===== src/hdl/lrc_pkg.sv =====
// Package with the shared constants, types and codes of the line rasterizer.
package lrc_pkg;

  localparam int CoordWidth  = 12;
  localparam int SpanWidth   = 10;
  localparam int ColourWidth = 8;

  localparam int FrameWidth  = 400;
  localparam int FrameHeight = 400;
  localparam int MaxSpan     = 1000;

  typedef enum logic {
    MODE_LOAD = 1'b0,
    MODE_STEP = 1'b1
  } mode_e;

  typedef logic signed [CoordWidth-1:0] coord_t;
  typedef logic [SpanWidth-1:0]         span_t;
  typedef logic [ColourWidth-1:0]       colour_t;

  // Walk state of one line, passed between the setup, step and top modules.
  typedef struct packed {
    coord_t  cur_x;
    coord_t  cur_y;
    span_t   error_acc;
    span_t   steps_left;
    span_t   major_span;
    span_t   minor_span;
    logic    x_negative;
    logic    y_negative;
    logic    x_is_major;
    colour_t line_colour;
  } line_state_t;

  // Pixel produced by one step.
  typedef struct packed {
    coord_t  pixel_x;
    coord_t  pixel_y;
    colour_t pixel_colour;
    logic    in_frame;
    logic    last;
  } pixel_t;

endpackage


===== src/hdl/lrc_if.sv =====
// Valid/ready channel interfaces for the rasterizer input and output items.
interface lrc_in_if;
  logic                 valid;
  logic                 ready;
  logic                 mode;
  lrc_pkg::coord_t      start_x;
  lrc_pkg::coord_t      start_y;
  lrc_pkg::coord_t      end_x;
  lrc_pkg::coord_t      end_y;
  lrc_pkg::colour_t     colour;

  modport source (output valid, mode, start_x, start_y, end_x, end_y, colour, input ready);
  modport sink   (input valid, mode, start_x, start_y, end_x, end_y, colour, output ready);
endinterface

interface lrc_out_if;
  logic                 valid;
  logic                 ready;
  lrc_pkg::coord_t      pixel_x;
  lrc_pkg::coord_t      pixel_y;
  lrc_pkg::colour_t     pixel_colour;
  logic                 in_frame;
  logic                 last;

  modport source (output valid, pixel_x, pixel_y, pixel_colour, in_frame, last, input ready);
  modport sink   (input valid, pixel_x, pixel_y, pixel_colour, in_frame, last, output ready);
endinterface


===== src/hdl/line_rasterizer_clipped_unit.sv =====
// Top level of the clipped Bresenham line rasterizer.
//
// Usage: items arrive on in_i. An item with mode load latches two signed
// endpoints and a colour and arms a new line; it never gives a result.
// Lines whose x or y span is 1000 or more, and lines of zero length, are
// dropped and leave the block idle. Each item with mode step then yields
// one pixel on out_o, walking from the start point (which is not
// drawn) toward the end point. The pixel carries its colour, an in-frame
// flag for the 400 by 400 frame and a last flag on the end point. Step
// items while idle are consumed without a result; a load while a line is
// in progress abandons it.
// Flow: a step item accepted on in_i is held in the input register, and
// its pixel passes through the combinational step logic into the result
// register that drives out_o. Throughput is one item per cycle while the
// receiver takes results, set by the step logic between the registers.
// When the receiver stalls, the result register holds and the input
// register still takes one more item; in_i.ready falls only when both
// are full. Reset clears both registers and leaves the block idle.
module line_rasterizer_clipped_unit (
  input  logic      clk_i,
  input  logic      rst_ni,
  lrc_in_if.sink    in_i,
  lrc_out_if.source out_o
);

  // Input register.
  logic             in_valid_q;
  logic             mode_q;
  lrc_pkg::coord_t  start_x_q, start_y_q, end_x_q, end_y_q;
  lrc_pkg::colour_t colour_q;

  // Walk state.
  lrc_pkg::line_state_t state_q, state_d;
  logic                 busy_q, busy_d;

  // Result register.
  logic            out_valid_q, out_valid_d;
  lrc_pkg::pixel_t pixel_q, pixel_d;

  lrc_pkg::line_state_t setup_state, step_state;
  logic                 setup_drop;
  lrc_pkg::pixel_t      step_pixel;

  logic out_free;
  logic fire;
  logic is_load;

  // The result slot is free when empty or being drained this cycle.
  assign out_free   = !out_valid_q || out_o.ready;
  assign fire       = in_valid_q && out_free;
  assign in_i.ready = !in_valid_q || out_free;
  assign is_load    = (mode_q == lrc_pkg::MODE_LOAD);

  lrc_setup u_setup (
    .start_x_i (start_x_q),
    .start_y_i (start_y_q),
    .end_x_i   (end_x_q),
    .end_y_i   (end_y_q),
    .colour_i  (colour_q),
    .state_o   (setup_state),
    .drop_o    (setup_drop)
  );

  lrc_step u_step (
    .state_i (state_q),
    .state_o (step_state),
    .pixel_o (step_pixel)
  );

  always_ff @(posedge clk_i or negedge rst_ni) begin
    if (!rst_ni) begin
      in_valid_q <= 1'b0;
    end else if (in_i.ready) begin
      in_valid_q <= in_i.valid;
    end
  end

  always_ff @(posedge clk_i) begin
    if (in_i.valid && in_i.ready) begin
      mode_q    <= in_i.mode;
      start_x_q <= in_i.start_x;
      start_y_q <= in_i.start_y;
      end_x_q   <= in_i.end_x;
      end_y_q   <= in_i.end_y;
      colour_q  <= in_i.colour;
    end
  end

  // A load replaces the walk state unless the line is dropped; a step while
  // busy advances it and fills the result register.
  always_comb begin
    state_d     = state_q;
    busy_d      = busy_q;
    pixel_d     = pixel_q;
    out_valid_d = out_valid_q && !out_o.ready;
    if (fire) begin
      if (is_load) begin
        busy_d = !setup_drop;
        if (!setup_drop) begin
          state_d = setup_state;
        end
      end else if (busy_q) begin
        state_d     = step_state;
        busy_d      = !step_pixel.last;
        pixel_d     = step_pixel;
        out_valid_d = 1'b1;
      end
    end
  end

  always_ff @(posedge clk_i or negedge rst_ni) begin
    if (!rst_ni) begin
      state_q     <= '0;
      busy_q      <= 1'b0;
      out_valid_q <= 1'b0;
    end else begin
      state_q     <= state_d;
      busy_q      <= busy_d;
      out_valid_q <= out_valid_d;
    end
  end

  always_ff @(posedge clk_i) begin
    pixel_q <= pixel_d;
  end

  assign out_o.valid        = out_valid_q;
  assign out_o.pixel_x      = pixel_q.pixel_x;
  assign out_o.pixel_y      = pixel_q.pixel_y;
  assign out_o.pixel_colour = pixel_q.pixel_colour;
  assign out_o.in_frame     = pixel_q.in_frame;
  assign out_o.last         = pixel_q.last;

endmodule


===== src/hdl/lrc_setup.sv =====
// Line setup: spans, directions, major axis and drop decision for a load item.
module lrc_setup (
  input  lrc_pkg::coord_t      start_x_i,
  input  lrc_pkg::coord_t      start_y_i,
  input  lrc_pkg::coord_t      end_x_i,
  input  lrc_pkg::coord_t      end_y_i,
  input  lrc_pkg::colour_t     colour_i,
  output lrc_pkg::line_state_t state_o,
  output logic                 drop_o
);

  localparam int DW = lrc_pkg::CoordWidth + 1;

  logic [DW-1:0]                   dx, dy;
  logic [DW-1:0]                   ax_w, ay_w;
  logic [lrc_pkg::CoordWidth-1:0]  ax, ay;
  logic                            x_major;
  lrc_pkg::span_t                  major;

  // The difference of two coordinates needs one extra bit.
  assign dx = {end_x_i[lrc_pkg::CoordWidth-1], end_x_i}
            - {start_x_i[lrc_pkg::CoordWidth-1], start_x_i};
  assign dy = {end_y_i[lrc_pkg::CoordWidth-1], end_y_i}
            - {start_y_i[lrc_pkg::CoordWidth-1], start_y_i};

  assign ax_w = dx[DW-1] ? (~dx + DW'(1)) : dx;
  assign ay_w = dy[DW-1] ? (~dy + DW'(1)) : dy;
  assign ax   = ax_w[lrc_pkg::CoordWidth-1:0];
  assign ay   = ay_w[lrc_pkg::CoordWidth-1:0];

  assign drop_o = (ax >= lrc_pkg::CoordWidth'(lrc_pkg::MaxSpan))
               || (ay >= lrc_pkg::CoordWidth'(lrc_pkg::MaxSpan))
               || ((ax == '0) && (ay == '0));

  // Ties make x the major axis.
  assign x_major = (ax >= ay);
  assign major   = x_major ? ax[lrc_pkg::SpanWidth-1:0] : ay[lrc_pkg::SpanWidth-1:0];

  always_comb begin
    state_o.cur_x       = start_x_i;
    state_o.cur_y       = start_y_i;
    state_o.x_negative  = dx[DW-1];
    state_o.y_negative  = dy[DW-1];
    state_o.x_is_major  = x_major;
    state_o.major_span  = major;
    state_o.minor_span  = x_major ? ay[lrc_pkg::SpanWidth-1:0] : ax[lrc_pkg::SpanWidth-1:0];
    state_o.error_acc   = major >> 1;
    state_o.steps_left  = major;
    state_o.line_colour = colour_i;
  end

endmodule


===== src/hdl/lrc_step.sv =====
// One Bresenham step: error update, coordinate moves, clip and last flags.
module lrc_step (
  input  lrc_pkg::line_state_t state_i,
  output lrc_pkg::line_state_t state_o,
  output lrc_pkg::pixel_t      pixel_o
);

  localparam int SW = lrc_pkg::SpanWidth + 1;

  logic [SW-1:0]   sum, sum_adj;
  logic            minor_move;
  logic            move_x, move_y;
  lrc_pkg::coord_t next_x, next_y;
  lrc_pkg::span_t  next_steps;

  assign sum        = {1'b0, state_i.error_acc} + {1'b0, state_i.minor_span};
  assign minor_move = (sum >= {1'b0, state_i.major_span});
  assign sum_adj    = minor_move ? (sum - {1'b0, state_i.major_span}) : sum;

  assign move_x = state_i.x_is_major || minor_move;
  assign move_y = !state_i.x_is_major || minor_move;

  always_comb begin
    next_x = state_i.cur_x;
    if (move_x) begin
      next_x = state_i.x_negative ? (state_i.cur_x - lrc_pkg::CoordWidth'(1))
                                  : (state_i.cur_x + lrc_pkg::CoordWidth'(1));
    end
    next_y = state_i.cur_y;
    if (move_y) begin
      next_y = state_i.y_negative ? (state_i.cur_y - lrc_pkg::CoordWidth'(1))
                                  : (state_i.cur_y + lrc_pkg::CoordWidth'(1));
    end
  end

  assign next_steps = state_i.steps_left - lrc_pkg::SpanWidth'(1);

  always_comb begin
    state_o            = state_i;
    state_o.cur_x      = next_x;
    state_o.cur_y      = next_y;
    state_o.error_acc  = sum_adj[lrc_pkg::SpanWidth-1:0];
    state_o.steps_left = next_steps;
  end

  // With the sign bit clear, the compare against the frame size is exact.
  always_comb begin
    pixel_o.pixel_x      = next_x;
    pixel_o.pixel_y      = next_y;
    pixel_o.pixel_colour = state_i.line_colour;
    pixel_o.in_frame     = !next_x[lrc_pkg::CoordWidth-1]
                        && !next_y[lrc_pkg::CoordWidth-1]
                        && (next_x < lrc_pkg::CoordWidth'(lrc_pkg::FrameWidth))
                        && (next_y < lrc_pkg::CoordWidth'(lrc_pkg::FrameHeight));
    pixel_o.last         = (next_steps == '0);
  end

endmodule


===== src/flat_wrapper.sv =====
// flat-port wrapper written by rule: the top's interface ports become plain ports
module line_rasterizer_clipped_unit_flat 
  (clk_i, rst_ni, in_i_valid, in_i_mode, in_i_start_x, in_i_start_y, in_i_end_x, in_i_end_y, in_i_colour, in_i_ready, out_o_valid, out_o_pixel_x, out_o_pixel_y, out_o_pixel_colour, out_o_in_frame, out_o_last, out_o_ready);
  lrc_in_if in_i_i ();
  lrc_out_if out_o_i ();
  input  logic clk_i;
  input  logic rst_ni;
  input wire logic [$bits(in_i_i.valid)-1:0] in_i_valid;
  input wire logic [$bits(in_i_i.mode)-1:0] in_i_mode;
  input wire logic [$bits(in_i_i.start_x)-1:0] in_i_start_x;
  input wire logic [$bits(in_i_i.start_y)-1:0] in_i_start_y;
  input wire logic [$bits(in_i_i.end_x)-1:0] in_i_end_x;
  input wire logic [$bits(in_i_i.end_y)-1:0] in_i_end_y;
  input wire logic [$bits(in_i_i.colour)-1:0] in_i_colour;
  output wire logic [$bits(in_i_i.ready)-1:0] in_i_ready;
  output wire logic [$bits(out_o_i.valid)-1:0] out_o_valid;
  output wire logic [$bits(out_o_i.pixel_x)-1:0] out_o_pixel_x;
  output wire logic [$bits(out_o_i.pixel_y)-1:0] out_o_pixel_y;
  output wire logic [$bits(out_o_i.pixel_colour)-1:0] out_o_pixel_colour;
  output wire logic [$bits(out_o_i.in_frame)-1:0] out_o_in_frame;
  output wire logic [$bits(out_o_i.last)-1:0] out_o_last;
  input wire logic [$bits(out_o_i.ready)-1:0] out_o_ready;
  assign in_i_i.valid = in_i_valid;
  assign in_i_i.mode = in_i_mode;
  assign in_i_i.start_x = in_i_start_x;
  assign in_i_i.start_y = in_i_start_y;
  assign in_i_i.end_x = in_i_end_x;
  assign in_i_i.end_y = in_i_end_y;
  assign in_i_i.colour = in_i_colour;
  assign in_i_ready = in_i_i.ready;
  assign out_o_valid = out_o_i.valid;
  assign out_o_pixel_x = out_o_i.pixel_x;
  assign out_o_pixel_y = out_o_i.pixel_y;
  assign out_o_pixel_colour = out_o_i.pixel_colour;
  assign out_o_in_frame = out_o_i.in_frame;
  assign out_o_last = out_o_i.last;
  assign out_o_i.ready = out_o_ready;
  line_rasterizer_clipped_unit u_core (.clk_i(clk_i), .rst_ni(rst_ni), .in_i(in_i_i), .out_o(out_o_i));
endmodule

===== config.mk =====
export PLATFORM = sky130hd
export DESIGN_NAME = line_rasterizer_clipped_unit_flat
export DESIGN_NICKNAME = d
export VERILOG_FILES = /design/src/hdl/lrc_pkg.sv /design/src/hdl/lrc_if.sv /design/src/hdl/line_rasterizer_clipped_unit.sv /design/src/hdl/lrc_setup.sv /design/src/hdl/lrc_step.sv /design/src/flat_wrapper.sv
export SDC_FILE = /design/constraint.sdc
export NUM_CORES = 1
export LEC_CHECK = 0
export BUFFER_PORTS_ARGS = -buffer_cell sky130_fd_sc_hd__buf_2
export CAP_MARGIN = 5
export CORE_ASPECT_RATIO = 1.4
export CORE_MARGIN = 4
export CORE_UTILIZATION = 50
export CTS_CLUSTER_SIZE = 20
export DETAILED_ROUTE_END_ITERATION = 10
export HOLD_SLACK_MARGIN = 0.06
export PLACE_DENSITY_LB_ADDON = 0.1
export SLEW_MARGIN = 10
export SYNTH_ARGS = -nofsm -noshare
export SYNTH_HDL_FRONTEND = slang
export SYNTH_SLANG_ARGS = --single-unit

===== constraint.sdc =====
create_clock -name clk_i -period 5.7 [get_ports clk_i]
set_clock_uncertainty 0.05 [all_clocks]
set_input_delay 0.855 -clock clk_i [delete_from_list [all_inputs] [get_ports clk_i]]
set_output_delay 0.855 -clock clk_i [all_outputs]
set_load 0.01 [all_outputs]

==> impl_metrics.yaml <==
setup_path:
  cp_slowest_cell: "edfxtp_1"
  cp-start-kind: "flop"
  timing.reg2reg.setup_slack_ns: 0.51
  crit_fanout: 26
  r2r_end: "u_core.state_q[31]"
  max_stage_delay_ns: 0.46
  crit_type: "flop to flop"
  r2r-start: "u_core.start_y_q[0]"
  crit_chain: "ha_1, inv_1, fa_1, a21oi_1, o22ai_1, nor4_1, or3_1, o21ai_1, xnor2_2, inv_1, ha_1, a2111oi_0, nand2_1, a31oi_1, o21ai_4, buf_4, o211ai_1, a21boi_0, mux2i_1"
  cp.arrival_ns: 5.42
  reg2regPathDepth: 19
  end_kind: "flop"
  cp-startpoint: "u_core.start_y_q[0]"
  critPathRequiredTime_ns: 5.93
  crit_end: "u_core.state_q[31]"
finish:
  syn_to_final_growth_pct: 12.4
  multiInputGateArea_sq_mm: 0.00597
  fin_nets: 1371
  nFillCells: 1971
  diodes: 0
  seq_area_sq_mm: 0.00468
  drive_gt1_frac: 0.153
floorplanning:
  die_x_microns: 135
  core.rowCount: 64
  initial_utilization: 0.511
  die_h_microns: 186
  die-area_sq_mm: 0.0250
  coreArea_sq_mm: 0.0220
  ioPinCount: 97
logic_synthesis:
  synth-seq-cells: 169
  async_reset_ff_frac: 0.462
  synth_fp_nets: 1279
  synthTopCellsByArea: "edfxtp_1 24%, dfrtp_1 17%, ha_1 8.9%"
  synth_cells: 1132
  synth-warning-count: 0
  synth.largest_area_cell: "edfxtp_1"
  ys_types: 85
  synth_area_sq_mm: 0.0113
  yosys.area.top_type_share: 0.243
  synth_area_per_cell_sq_um: 9.95
  synth-edff-count: 91
  ys.flop_type: "edfxtp_1"
  ys_seq_area_frac: 0.416
sta:
  post-route-period-util: 0.910
  rsz0062_at_grt: "false"
  fmax_ghz: 0.193
  hold_ws_ns: 0.136
  tns_ns: 0
  tightestPinTransition_ns: 1.05
  drv_slew: 0
  fin_crit_ns: 5.19
  setup_viol: 0
  finalHoldViolations: 0
  max-slew-margin-rel: 0.302
pwr:
  power.leakage_nw: 5.71
  vdd_drop_max_mv: 0.340
  power.density_mw_per_mm2: 633
  power.total_w: 0.00802
grt:
  grt_pass1_wl_mm: 44.1
  grt_antenna_before_repair: 0
  globalRoute.totalOverflow: 0
  grt_max_degree: 77
  grt.total_usage: 0.227
  first_global_vias: 8522
clock_tree:
  cts_hold_buf: 0
  insertion_delay_ns: 0.44
  htree_levels: 4
  max-clock-path-buffers: 2
  cts_tree: "yes"
  path_clk_slew_ns: 0.08
  numCtsBuffers: 17
  clockRootBuffer: "clkbuf_16"
  numClockSinks: 169
status:
  status: "finished clean"
placement:
  dpl.hpwl_mm: 21.0
  io_buffers: 96
  gp_congestion: 0.843
drt:
  routed_via_density: 5.55
  antenna_left: 0
  wirelength_mm: 27.6
  drt_iter0_drc: 384
  vias: 8515
  wl_per_cell_microns: 18.0
  drc: 0
  firstDrtPassIters: 5
worst_hold_path:
  hold_path.class: "input pin to async pin"
job:
  max_cap_violations: 0
==> cell families (layout without fill, tap and decap cells) <==
| kind of cell | count (synthesis) | count (layout) | synth area share |
|---|---|---|---|
| muxes | 91 | 91 | 0.0850 |
| AOI/OAI and AO/OA | 272 | 272 | 0.154 |
| xor gates and xnor gates | 75 | 75 | 0.0633 |
| buffers and inverters | 148 | 253 | 0.0550 |
| adders and majority gates | 86 | 86 | 0.0996 |
| and+or+nand+nor | 291 | 291 | 0.127 |
| DFF | 169 | 169 | 0.416 |
==> per-layer routing <==
metal / up-vias / global-route usage / share of wire
li1: 4241 / - / -
met5: - / 0 / 0
met2: 163 / 0.409 / 0.52
met1: 4056 / 0.260 / 0.40
met3: 55 / 0.0352 / 0.027
met4: 0 / 0.117 / 0.053
==> synthesized netlist by cell type (26+ instances only) <==
| cell | number |
|---|---|
| inv_1 | 109 |
| nand2_1 | 102 |
| edfxtp_1 | 91 |
| a21oi_1 | 80 |
| ha_1 | 80 |
| dfrtp_1 | 78 |
| nor2_1 | 70 |
| o21ai_0 | 63 |
| mux2i_1 | 54 |
| xnor2_1 | 46 |
| mux2_1 | 26 |
==> metrics by stage <==
step / std cells / setup WS, ns / util / cell area, sq um
after floorplan: 1132 / 1.20 / - / 11300
after global placement: 1502 / 0.437 / 0.547 / 12000
after detailed placement: 1502 / 0.372 / 0.547 / 12000
after CTS: 1534 / 0.330 / 0.574 / 12600
after global routing: 1534 / 0.0954 / 0.575 / 12700
final: 1534 / 0.512 / 0.575 / 12700
==> how the worst min path moves through the flow <==
stage | start | cells past startpoint | endpoint
floorplan | u_core.state_q[0] | 0 | u_core.out_o.pixel_colour[0]
global placement | u_core.state_q[0] | 0 | u_core.out_o.pixel_colour[0]
detailed placement | u_core.state_q[3] | 0 | u_core.out_o.pixel_colour[3]
CTS | rst_ni | 1 | u_core.state_q[7]
global route | rst_ni | 1 | u_core.state_q[7]
finish | rst_ni | 1 | u_core.state_q[7]
==> cell type report <==
| cell class | instances | share of cell area |
|---|---|---|
| Clock buffer | 18 | 0.0347 |
| Timing Repair Buffer | 112 | 0.0476 |
| Clock inverter | 14 | 0.0138 |
| Multi-Input combinational cell | 815 | 0.472 |
| Tap cell | 297 | 0.0294 |
| Sequential cell | 169 | 0.370 |
| Inverter | 109 | 0.0323 |
==> cells in the final DEF (no fill, tap or decap), types with 7 or more instances in the layout <==
| master | count |
|---|---|
| inv_1 | 108 |
| nand2_1 | 102 |
| buf_2 | 95 |
| edfxtp_1 | 91 |
| a21oi_1 | 80 |
| ha_1 | 80 |
| dfrtp_1 | 78 |
| nor2_1 | 70 |
| o21ai_0 | 63 |
| mux2i_1 | 54 |
| xnor2_1 | 46 |
| mux2_1 | 26 |
| xor2_1 | 23 |
| nand3_1 | 19 |
| clkbuf_16 | 17 |
| buf_4 | 17 |
| nor4_1 | 15 |
| o211ai_1 | 14 |
| o21ai_1 | 14 |
| a21o_1 | 13 |
| nor3_1 | 13 |
| a31oi_1 | 11 |
| mux2_2 | 11 |
| nor2b_1 | 10 |
| nand2b_1 | 10 |
| a21boi_0 | 7 |
| o21a_1 | 7 |
| and2_1 | 7 |
| or3_1 | 7 |
==> timing repair <==
| action | CTS | global route |
|---|---|---|
| gates resized for setup | 0 | 1 |
| setup endpoints to repair | 0 | 5 |
| buffers inserted | 0 | 0 |
==> flip-flops by register name, indices dropped and copies added, names as in the netlist <==
name                       cells
u_core.busy_q                  1
u_core.end_y_q                12
u_core.colour_q                8
u_core.start_x_q              12
u_core.out_o.in_frame          1
u_core.out_o.valid             1
u_core.out_o.pixel_colour      8
u_core.state_q                75
u_core.out_o.pixel_x          12
u_core.in_valid_q              1
u_core.out_o.pixel_y          12
u_core.end_x_q                12
u_core.mode_q                  1
u_core.out_o.last              1
u_core.start_y_q              12
==> report_power, final <==
part	total, W	internal, W	switching (W)
registers	0.00191	0.00171	0.000193
logic	0.00490	0.00209	0.00282
clock network	0.00121	0.000642	0.000564
==> worst max-delay path: cells and delay by family, from the launching register on <==
| kind | cells | cell delay, ns |
|---|---|---|
| adder cells (fa/ha/maj) | 3 | 1.00 |
| multiplexers | 1 | 0.09 |
| AO/OA/AOI/OAI | 8 | 1.84 |
| flip-flops | 1 | 0.46 |
| AND/OR/NAND/NOR | 3 | 0.86 |
| XOR/XNOR | 1 | 0.30 |
| buffers and inverters | 3 | 0.41 |
Note: power is estimated with default switching activity, not from simulation.
